## src/rtl/stsal_pkg.sv

```systemverilog
// Package with the shared types, constants and codes of the slot table.
`default_nettype none
package stsal_pkg;
	localparam int MAX_SLOTS = 32;
	localparam int KEY_WIDTH = 32;
	localparam int SLOT_W = $clog2(MAX_SLOTS);
	localparam int CNT_W = $clog2(MAX_SLOTS + 1);

	localparam logic [1:0] OP_ADD = 2'd0;
	localparam logic [1:0] OP_REMOVE = 2'd1;
	localparam logic [1:0] OP_SORT = 2'd2;
	localparam logic [1:0] OP_FIND = 2'd3;

	localparam logic [1:0] ST_OK = 2'd0;
	localparam logic [1:0] ST_REFUSED = 2'd1;
	localparam logic [1:0] ST_EMPTY = 2'd2;

	typedef logic [KEY_WIDTH-1:0] key_t;
	typedef logic [SLOT_W-1:0] slot_t;
	typedef logic [CNT_W-1:0] cnt_t;

	typedef struct packed {
		logic capture;
		logic add_commit;
		logic rem_scan_rd;
		logic rem_commit;
		logic srt_init;
		logic srt_rd_cur;
		logic srt_rd_prev;
		logic srt_shift;
		logic srt_place;
		logic srt_next_i;
		logic emit_init;
		logic emit_rd;
		logic find_init;
		logic find_rd_al;
		logic find_rd_key;
		logic find_step;
		logic find_rd_res;
		logic out_load;
		logic [1:0] out_kind;
	} cmd_t;

	localparam logic [1:0] OUT_ADD = 2'd0;
	localparam logic [1:0] OUT_REM = 2'd1;
	localparam logic [1:0] OUT_SORT = 2'd2;
	localparam logic [1:0] OUT_FIND = 2'd3;

	typedef struct packed {
		logic add_ok;
		logic rem_ok;
		logic rem_hit;
		logic rem_end;
		logic empty;
		logic srt_done;
		logic srt_move;
		logic srt_j_zero;
		logic emit_last;
		logic find_done;
	} sts_t;
endpackage
`default_nettype wire

```

## src/rtl/stsal_dp.sv

```systemverilog
// Datapath of the slot table: key, list and stack memories and their index registers.
`default_nettype none
module stsal_dp import stsal_pkg::*; (
	input wire logic clk,
	input wire logic arst_n,
	input wire cmd_t cmd,
	output sts_t sts,
	input wire logic [1:0] op,
	input wire logic body_ok,
	input wire logic [4:0] slot,
	input wire logic signed [31:0] min_x,
	input wire logic signed [31:0] max_x,
	input wire logic signed [31:0] query_x,
	output logic [1:0] res_status,
	output logic [4:0] res_slot,
	output logic [5:0] res_position,
	output logic res_last
);
	key_t low_mem [MAX_SLOTS];
	key_t high_mem [MAX_SLOTS];
	slot_t al_mem [MAX_SLOTS];
	slot_t fs_mem [MAX_SLOTS];
	logic [MAX_SLOTS-1:0] in_use_q;
	cnt_t active_q, free_q;

	logic body_ok_q;
	logic [4:0] slot_q;
	key_t min_q, max_q, query_q;

	cnt_t i_q, j_q, lo_q, hi_q;
	slot_t cur_q, prev_q, al_rd_q, al_last_q, fs_top_q, res_al_q;
	key_t ck_q, pk_q, key_rd_q;
	logic fs_top_ok_q;

	key_t min_k, max_k, q_k;
	assign min_k = KEY_WIDTH'(min_x);
	assign max_k = KEY_WIDTH'(max_x);
	assign q_k = KEY_WIDTH'(query_x);

	logic slot_range;
	assign slot_range = 32'(slot_q) < MAX_SLOTS;

	slot_t add_slot;
	logic add_from_stack;
	assign add_from_stack = free_q != '0;
	assign add_slot = add_from_stack ? fs_top_q : active_q[SLOT_W-1:0];

	cnt_t mid;
	assign mid = lo_q + ((hi_q - lo_q) >> 1);

	assign sts.add_ok = body_ok_q && (add_from_stack || 32'(active_q) < MAX_SLOTS)
		&& 32'(active_q) < MAX_SLOTS;
	assign sts.rem_ok = slot_range && in_use_q[slot_q[SLOT_W-1:0]]
		&& 32'(free_q) < MAX_SLOTS;
	assign sts.rem_hit = al_rd_q == slot_q[SLOT_W-1:0];
	assign sts.rem_end = i_q >= active_q;
	assign sts.empty = active_q == '0;
	assign sts.srt_done = i_q >= active_q;
	assign sts.srt_move = $signed(pk_q) > $signed(ck_q);
	assign sts.srt_j_zero = j_q == '0;
	assign sts.emit_last = i_q + cnt_t'(1) == active_q;
	assign sts.find_done = lo_q >= hi_q;

	always_ff @(posedge clk) begin
		if (cmd.capture) begin
			body_ok_q <= body_ok;
			slot_q <= slot;
			min_q <= min_k;
			max_q <= max_k;
			query_q <= q_k;
			fs_top_ok_q <= 1'b1;
		end
		fs_top_q <= fs_mem[SLOT_W'(free_q - cnt_t'(1))];
		al_rd_q <= al_mem[i_q[SLOT_W-1:0]];
		al_last_q <= al_mem[SLOT_W'(active_q - cnt_t'(1))];
		if (cmd.srt_rd_cur) begin
			cur_q <= al_mem[i_q[SLOT_W-1:0]];
		end
		if (cmd.srt_rd_prev) begin
			prev_q <= al_mem[SLOT_W'(j_q - cnt_t'(1))];
		end
		if (cmd.find_rd_al) begin
			res_al_q <= al_mem[mid[SLOT_W-1:0]];
		end
		if (cmd.find_rd_res) begin
			res_al_q <= al_mem[lo_q[SLOT_W-1:0]];
		end
		key_rd_q <= high_mem[res_al_q];
		ck_q <= low_mem[cur_q];
		pk_q <= low_mem[prev_q];
		if (cmd.add_commit) begin
			low_mem[add_slot] <= min_q;
			high_mem[add_slot] <= max_q;
			al_mem[active_q[SLOT_W-1:0]] <= add_slot;
		end
		if (cmd.rem_commit) begin
			fs_mem[free_q[SLOT_W-1:0]] <= slot_q[SLOT_W-1:0];
			al_mem[SLOT_W'(i_q - cnt_t'(1))] <= al_last_q;
		end
		if (cmd.srt_shift) begin
			al_mem[j_q[SLOT_W-1:0]] <= prev_q;
		end
		if (cmd.srt_place) begin
			al_mem[j_q[SLOT_W-1:0]] <= cur_q;
		end
	end

	always_ff @(posedge clk or negedge arst_n) begin
		if (!arst_n) begin
			in_use_q <= '0;
			active_q <= '0;
			free_q <= '0;
			i_q <= '0;
			j_q <= '0;
			lo_q <= '0;
			hi_q <= '0;
		end else begin
			if (cmd.capture) begin
				i_q <= '0;
			end
			if (cmd.add_commit) begin
				in_use_q[add_slot] <= 1'b1;
				active_q <= active_q + cnt_t'(1);
				if (add_from_stack) begin
					free_q <= free_q - cnt_t'(1);
				end
			end
			if (cmd.rem_scan_rd) begin
				i_q <= i_q + cnt_t'(1);
			end
			if (cmd.rem_commit) begin
				in_use_q[slot_q[SLOT_W-1:0]] <= 1'b0;
				free_q <= free_q + cnt_t'(1);
				active_q <= active_q - cnt_t'(1);
			end
			if (cmd.srt_init) begin
				i_q <= cnt_t'(1);
			end
			if (cmd.srt_rd_cur) begin
				j_q <= i_q;
			end
			if (cmd.srt_shift) begin
				j_q <= j_q - cnt_t'(1);
			end
			if (cmd.srt_next_i) begin
				i_q <= i_q + cnt_t'(1);
			end
			if (cmd.emit_init) begin
				i_q <= '0;
			end
			if (cmd.emit_rd) begin
				i_q <= i_q + cnt_t'(1);
			end
			if (cmd.find_init) begin
				lo_q <= '0;
				hi_q <= active_q;
			end
			if (cmd.find_step) begin
				if ($signed(key_rd_q) < $signed(query_q)) begin
					lo_q <= mid + cnt_t'(1);
				end else begin
					hi_q <= mid;
				end
			end
		end
	end

	always_ff @(posedge clk) begin
		if (cmd.out_load) begin
			res_last <= 1'b1;
			res_status <= ST_OK;
			res_slot <= '0;
			res_position <= '0;
			case (cmd.out_kind)
				OUT_ADD: begin
					if (sts.add_ok) begin
						res_slot <= 5'(add_slot);
						res_position <= 6'(active_q);
					end else begin
						res_status <= ST_REFUSED;
					end
				end
				OUT_REM: begin
					if (sts.rem_ok && cmd.rem_commit) begin
						res_slot <= slot_q;
						res_position <= 6'(i_q - cnt_t'(1));
					end else begin
						res_status <= ST_REFUSED;
					end
				end
				OUT_SORT: begin
					if (sts.empty) begin
						res_status <= ST_EMPTY;
					end else begin
						res_slot <= 5'(al_rd_q);
						res_position <= 6'(i_q);
						res_last <= sts.emit_last;
					end
				end
				default: begin
					res_position <= 6'(lo_q);
					if (lo_q < active_q) begin
						res_slot <= 5'(res_al_q);
					end
				end
			endcase
		end
	end
	logic unused;
	assign unused = ^{op, fs_top_ok_q};
endmodule
`default_nettype wire

```

## src/rtl/stsal_ctrl.sv

```systemverilog
// Controller state machine that sequences the slot table operations.
`default_nettype none
module stsal_ctrl import stsal_pkg::*; (
	input wire logic clk,
	input wire logic arst_n,
	input wire logic in_valid,
	output logic in_stall,
	input wire logic [1:0] op,
	output logic out_valid,
	input wire logic out_stall,
	input wire sts_t sts,
	output cmd_t cmd
);
	localparam logic [4:0] S_IDLE = 5'd0;
	localparam logic [4:0] S_DISP = 5'd1;
	localparam logic [4:0] S_ADD = 5'd2;
	localparam logic [4:0] S_RSCAN = 5'd3;
	localparam logic [4:0] S_RTEST = 5'd4;
	localparam logic [4:0] S_RLAST = 5'd5;
	localparam logic [4:0] S_RWAIT = 5'd6;
	localparam logic [4:0] S_RCOMMIT = 5'd7;
	localparam logic [4:0] S_TOP = 5'd8;
	localparam logic [4:0] S_TCUR = 5'd9;
	localparam logic [4:0] S_TPREV = 5'd10;
	localparam logic [4:0] S_TKEY = 5'd11;
	localparam logic [4:0] S_TCMP = 5'd12;
	localparam logic [4:0] S_ERD = 5'd13;
	localparam logic [4:0] S_EWAIT = 5'd14;
	localparam logic [4:0] S_EOUT = 5'd15;
	localparam logic [4:0] S_FTOP = 5'd16;
	localparam logic [4:0] S_FAL = 5'd17;
	localparam logic [4:0] S_FKEY = 5'd18;
	localparam logic [4:0] S_FCMP = 5'd19;
	localparam logic [4:0] S_FRES = 5'd20;
	localparam logic [4:0] S_FOUT = 5'd21;
	localparam logic [4:0] S_OUT = 5'd22;
	localparam logic [4:0] S_ADDW = 5'd23;
	localparam logic [4:0] S_REFUSE = 5'd24;
	localparam logic [4:0] S_TCUR2 = 5'd25;

	logic [4:0] state_q, state_d;
	logic [1:0] op_q;
	logic ovalid_q;
	logic emit_last_q;
	logic out_free;

	assign out_free = !ovalid_q || !out_stall;
	assign out_valid = ovalid_q;
	assign in_stall = state_q != S_IDLE;

	always_comb begin
		cmd = '0;
		state_d = state_q;
		case (state_q)
			S_IDLE: begin
				if (in_valid) begin
					cmd.capture = 1'b1;
					state_d = S_DISP;
				end
			end
			S_DISP: begin
				case (op_q)
					OP_ADD: state_d = S_ADDW;
					OP_REMOVE: begin
						if (sts.rem_ok) state_d = S_RSCAN;
						else state_d = S_REFUSE;
					end
					OP_SORT: begin
						if (sts.empty) state_d = S_REFUSE;
						else state_d = S_TOP;
					end
					default: state_d = S_FTOP;
				endcase
			end
			S_ADDW: state_d = S_ADD;
			S_ADD: begin
				if (out_free) begin
					cmd.out_load = 1'b1;
					cmd.out_kind = OUT_ADD;
					cmd.add_commit = sts.add_ok;
					state_d = S_IDLE;
				end
			end
			S_REFUSE: begin
				if (out_free) begin
					cmd.out_load = 1'b1;
					cmd.out_kind = (op_q == OP_SORT) ? OUT_SORT : OUT_REM;
					state_d = S_IDLE;
				end
			end
			S_RSCAN: begin
				if (sts.rem_end) begin
					state_d = S_REFUSE;
				end else begin
					cmd.rem_scan_rd = 1'b1;
					state_d = S_RTEST;
				end
			end
			S_RTEST: begin
				if (sts.rem_hit) state_d = S_RLAST;
				else state_d = S_RSCAN;
			end
			S_RLAST: state_d = S_RWAIT;
			S_RWAIT: state_d = S_RCOMMIT;
			S_RCOMMIT: begin
				if (out_free) begin
					cmd.out_load = 1'b1;
					cmd.out_kind = OUT_REM;
					cmd.rem_commit = 1'b1;
					state_d = S_IDLE;
				end
			end
			S_TOP: begin
				cmd.srt_init = 1'b1;
				state_d = S_TCUR;
			end
			S_TCUR: begin
				if (sts.srt_done) begin
					cmd.emit_init = 1'b1;
					state_d = S_ERD;
				end else begin
					cmd.srt_rd_cur = 1'b1;
					state_d = S_TCUR2;
				end
			end
			S_TCUR2: state_d = S_TPREV;
			S_TPREV: begin
				if (sts.srt_j_zero) begin
					cmd.srt_place = 1'b1;
					cmd.srt_next_i = 1'b1;
					state_d = S_TCUR;
				end else begin
					cmd.srt_rd_prev = 1'b1;
					state_d = S_TKEY;
				end
			end
			S_TKEY: state_d = S_TCMP;
			S_TCMP: begin
				if (sts.srt_move) begin
					cmd.srt_shift = 1'b1;
					state_d = S_TPREV;
				end else begin
					cmd.srt_place = 1'b1;
					cmd.srt_next_i = 1'b1;
					state_d = S_TCUR;
				end
			end
			S_ERD: state_d = S_EWAIT;
			S_EWAIT: state_d = S_EOUT;
			S_EOUT: begin
				if (out_free) begin
					cmd.out_load = 1'b1;
					cmd.out_kind = OUT_SORT;
					cmd.emit_rd = 1'b1;
					state_d = sts.emit_last ? S_IDLE : S_EWAIT;
				end
			end
			S_FTOP: begin
				cmd.find_init = 1'b1;
				state_d = S_FAL;
			end
			S_FAL: begin
				if (sts.find_done) begin
					cmd.find_rd_res = 1'b1;
					state_d = S_FRES;
				end else begin
					cmd.find_rd_al = 1'b1;
					state_d = S_FKEY;
				end
			end
			S_FKEY: state_d = S_FCMP;
			S_FCMP: begin
				cmd.find_step = 1'b1;
				state_d = S_FAL;
			end
			S_FRES: state_d = S_FOUT;
			S_FOUT: begin
				if (out_free) begin
					cmd.out_load = 1'b1;
					cmd.out_kind = OUT_FIND;
					state_d = S_IDLE;
				end
			end
			default: state_d = S_IDLE;
		endcase
	end

	always_ff @(posedge clk or negedge arst_n) begin
		if (!arst_n) begin
			state_q <= S_IDLE;
			op_q <= OP_ADD;
			ovalid_q <= 1'b0;
			emit_last_q <= 1'b0;
		end else begin
			state_q <= state_d;
			if (cmd.capture) op_q <= op;
			if (cmd.out_load) ovalid_q <= 1'b1;
			else if (!out_stall) ovalid_q <= 1'b0;
			emit_last_q <= sts.emit_last;
		end
	end
	logic unused;
	assign unused = emit_last_q;
endmodule
`default_nettype wire

```

## src/rtl/slot_table_sorted_active_list_top.sv

```systemverilog
// Top level of the slot table with free stack and sortable active list.
`default_nettype none
// One request at a time: remove scans the list entries before it commits, find takes
// halving steps of the search, and sort runs the compares of the insertion sort over the
// list entries and then emits each entry. Results leave through an output register that
// holds while stalled.
module slot_table_sorted_active_list_top import stsal_pkg::*; (
	input wire logic clk,
	input wire logic arst_n,
	input wire logic in_valid,
	output logic in_stall,
	input wire logic [1:0] op,
	input wire logic body_ok,
	input wire logic [4:0] slot,
	input wire logic signed [31:0] min_x,
	input wire logic signed [31:0] max_x,
	input wire logic signed [31:0] query_x,
	output logic out_valid,
	input wire logic out_stall,
	output logic [1:0] status,
	output logic [4:0] slot_out,
	output logic [5:0] position,
	output logic last
);
	cmd_t cmd;
	sts_t sts;

	stsal_ctrl u_ctrl (
		.clk(clk), .arst_n(arst_n), .in_valid(in_valid), .in_stall(in_stall), .op(op),
		.out_valid(out_valid), .out_stall(out_stall), .sts(sts), .cmd(cmd)
	);

	stsal_dp u_dp (
		.clk(clk), .arst_n(arst_n), .cmd(cmd), .sts(sts), .op(op), .body_ok(body_ok),
		.slot(slot), .min_x(min_x), .max_x(max_x), .query_x(query_x),
		.res_status(status), .res_slot(slot_out), .res_position(position), .res_last(last)
	);

`ifndef SYNTH
	a_out_hold: assert property (@(posedge clk) disable iff (!arst_n)
		out_valid && out_stall |=> out_valid && $stable(status) && $stable(slot_out))
		else $error("result changed while stalled");
	a_no_accept_busy: assert property (@(posedge clk) disable iff (!arst_n)
		cmd.capture |=> in_stall)
		else $error("request taken while busy");
	a_load_free: assert property (@(posedge clk) disable iff (!arst_n)
		cmd.out_load |-> !(out_valid && out_stall))
		else $error("result overwritten");
`endif
endmodule
`default_nettype wire

```

## config.mk

```make
export PLATFORM = sky130hd
export DESIGN_NAME = slot_table_sorted_active_list_top
export DESIGN_NICKNAME = d
export VERILOG_FILES = /design/src/rtl/stsal_pkg.sv /design/src/rtl/stsal_dp.sv /design/src/rtl/stsal_ctrl.sv /design/src/rtl/slot_table_sorted_active_list_top.sv
export SDC_FILE = /design/constraint.sdc
export NUM_CORES = 2
export LEC_CHECK = 0
export CORE_UTILIZATION = 35
export DETAILED_ROUTE_END_ITERATION = 7
export DONT_BUFFER_PORTS = 1
export SETUP_SLACK_MARGIN = 0.15
export SLEW_MARGIN = 20
export SYNTH_ARGS = -nofsm -noshare
export SYNTH_HDL_FRONTEND = slang
export SYNTH_SLANG_ARGS = --single-unit
```

## constraint.sdc

```tcl
create_clock -name clk -period 6.2 [get_ports clk]
set_input_delay 0.31 -clock clk [delete_from_list [all_inputs] [get_ports clk]]
set_output_delay 0.31 -clock clk [all_outputs]
set_load 0.01 [all_outputs]
```

==> metrics.md <==
| Metric | Value |
|---|---|
| Die Area | 335000 um2 |
| TritonCTS Buffers | 293 |
| Post-synthesis sequential area ratio | 68.0% |
| Area of the multi-input gates | 35900 um2 |
| Worst slew pin tran | 1130 ps |
| Gate count after technology mapping | 5460 |
| FF/Latch Area | 79200 um2 |
| Total power | 0.0556 W |
| Final min period | 4560 ps |
| Initial Utilization | 35.2% |
| First drt pass iteration count | 6 |
| CP Capture Type | register |
| Avg Cell Area, Syn | 21.3 um2 |
| Number of global-route vias before repair | 62200 |
| Die W | 579 um |
| Worst-path clk slew | 60 ps |
| Worst endpoint required time | 6700 ps |
| Die height | 579 um |
| Max Cap Violations | 0 |
| CP cell instances | or3_4 -> or3b_1 -> nor2_1 -> a21oi_2 -> nor2b_1 -> nand2_1 -> nor2_4 -> buf_4 |
| Worst r2r path cells | 8 |
| Dpl hpwl | 173 mm |
| FMAX | 0.219 GHz |
| Gr usage total | 18.8% |
| Worst path depth | 8 |
| # clock sinks | 2686 |
| Nets | 5912 |
| Status | complete, no violations |
| Clk buf depth | 4 |
| Max-slew headroom | 24.2% |
| First-pass GRT wire length | 457 mm |
| Final setup viols | 0 |
| Hold Fails Final Rpt | 0 |
| Fillers | 28600 |
| H-tree Lvls | 5 |
| Post-synth top cells | 2499 x edfxtp_1, 1239 x mux4_2, 216 x clkbuf_1, 210 x nor2_1, 118 x mux2_2 |
| Critical path's largest stage delay | 1030 ps |
| # IOs | 124 |
| Distinct cells, synth | 76 |
| WL/cell | 30.8 um |
| Vias per inst | 5.82 |
| Leading area contributor after synthesis | edfxtp_1 |
| LEAKAGE | 42.1 nW |
| Global route total overflow | 0 |
| Clock latency on the worst-skew pair | 910 ps |
| Most area-consuming cells after synthesis | edfxtp_1 64%, mux4_2 24%, dfxtp_1 1.9% |
| RSZ-0062 raised after global routing | false |
| Critical path's top delay family | simple AND/OR/NAND/NOR gates |
| Detailed Route Iter0 Violations | 7246 |
| Row cnt | 211 |
| Final Slew Violations | 0 |
| Critical path's slowest cell | nor2_4 |
| Post-layout util | 40.5% |
| Number of routed nets with antenna violations | 0 |
| Initial antenna violation count | 30 |
| WP buf/inv | 1 |
| DRC | 0 |
| Synth Cell Area | 116000 um2 |
| Startpoint Class | register |
| Hold depth | 1 |
| Asr flop ratio synth | 2.83% |
| Port bufs | 0 |
| PD cells | 415 nW/um2 |
| Worst Skew | 63.2 ps |
| Post-synth top area share | 64.4% |
| Most numerous cell in the Yosys netlist | edfxtp_1 |
| Largest net degree at the start of global routing | 119 |
| Postcts setup bufs | 0 |
| Core Area | 331000 um2 |
| Via count | 60000 |
| Layout area overhead | 15.1% |
| #FFs+latches synth | 2686 |
| Yosys synthesis warning count | 0 |
| Layout cell share with drive strength beyond 1 | 33.8% |
| Hold WC Path Type | in2reg |
| Post-Route Setup TNS | 0 ps |
| TritonCTS clock tree | yes |
| Worst VDD drop | 0.554 mV |
| Root Driver | clkbuf_16 |
| RePlAce Congestion | 0.873 |
| Tcrit/Tclk final | 73.6% |
| Predominant post-synthesis flop cell | edfxtp_1 |
| Syn nets | 5665 |
| CP max FO | 20 |
| Routed WL | 318 mm |
| Post-synth EDFFs | 2499 |
| Crit Path Class | reg2reg |
| WP data arrival | 5060 ps |
==> flip-flops by register name, summed over array words and instances (netlist names), 160 cells and up <==
name / flops
u_dp.al_mem: 160
u_dp.fs_mem: 160
u_dp.high_mem: 1024
u_dp.low_mem: 1024
==> layer usage <==
metal / track usage [%] / part of all wire, % / wire length (um) / vias to the layer above
li1: - / - / - / 24000
met1: 26.6 / 42 / 132000 / 32700
met2: 30.0 / 48 / 152000 / 2816
met3: 3.30 / 7.9 / 25100 / 531
met4: 5.40 / 2.8 / 8890 / 14
met5: 0 / 0.027 / 86 / -
==> final cells by class <==
type | instances | area share [%]
flip-flops and latches | 2686 | 59.1
multi-input cells | 2326 | 26.8
clock buffers | 379 | 5.88
well taps | 4366 | 4.07
repair buffers | 300 | 2.56
clock inverters | 150 | 1.35
inverters | 100 | 0.284
diodes | 7 | 0.0131
==> through the flow <==
stage / setup slack (ps) / hold WS [ps] / area, um2 / instances
6_report: 1640 / 54.9 / 134000 / 10300
3_5_place_dp: 1640 / 16.8 / 123000 / 9620
4_1_cts: 1650 / 1.56 / 134000 / 10300
3_3_place_gp: 1690 / 17.3 / 123000 / 9618
5_1_grt: 1480 / 30.4 / 134000 / 10300
2_1_floorplan: 428 / 14.4 / 116000 / 5460
==> what timing repair did <==
| item | CTS | global route |
|---|---|---|
| hold buffers | 146 | 0 |
| gates resized for setup | 0 | 0 |
| hold endpoints to repair | 183 | 0 |
==> cell families (layout without fill, tap and decap cells) <==
group	Yosys count	count (layout)	share of synthesized area, %
xor gates and xnor gates	46	46	0.352
other	0	7	0
buffers and inverters	448	929	1.48
muxes	1415	1415	25.6
adders and majority gates	97	97	1.05
AOI/OAI and AO/OA	303	303	1.70
DFF	2686	2686	68.0
and+or+nand+nor	465	465	1.86
==> layout by cell type, fill, tap and decap left out, types with 16 or more instances in the layout <==
| master | n |
|---|---|
| o21ai_0 | 48 |
| a211oi_1 | 22 |
| a21oi_1 | 97 |
| bufinv_16 | 30 |
| mux2i_1 | 57 |
| nor2_1 | 181 |
| nand4_1 | 17 |
| mux4_2 | 1239 |
| nand2b_1 | 19 |
| clkbuf_16 | 296 |
| buf_4 | 87 |
| xnor2_1 | 24 |
| nor2_4 | 32 |
| clkbuf_1 | 67 |
| ha_1 | 94 |
| dlygate4sd3_1 | 144 |
| clkinv_1 | 40 |
| clkbuf_8 | 16 |
| nor3_1 | 19 |
| edfxtp_1 | 2499 |
| nand3_1 | 36 |
| dfrtp_1 | 68 |
| inv_1 | 97 |
| clkinv_2 | 43 |
| mux2_2 | 118 |
| nand2_1 | 90 |
| buf_12 | 55 |
| dfxtp_1 | 111 |
| xor2_1 | 16 |
==> power by group <==
| group | internal (W) | leakage, nW | switching [W] | total [W] |
|---|---|---|---|---|
| logic | 0.00801 | 13.0 | 0.00856 | 0.0166 |
| clock network | 0.0103 | 4.71 | 0.00734 | 0.0177 |
| registers | 0.0207 | 24.4 | 0.000644 | 0.0214 |
==> path summary, 6_finish.rpt <==
| kind | from | endpoint | slack, ps |
|---|---|---|---|
| setup / recovery | u_dp.free_q[2] | u_dp.low_mem[31][29] | 1640 |
| hold / removal | max_x[21] | u_dp.max_q[21] | 50 |
| setup reg to reg | u_dp.free_q[2] | u_dp.low_mem[31][29] | 1640 |
| hold reg to reg | u_dp.in_use_q[18] | u_dp.in_use_q[18] | 490 |
| max in group asynchronous | arst_n | u_ctrl.out_valid | 5180 |
| min in group asynchronous | arst_n | u_dp.j_q[5] | 570 |
Note: power is estimated with default switching activity, not from simulation.
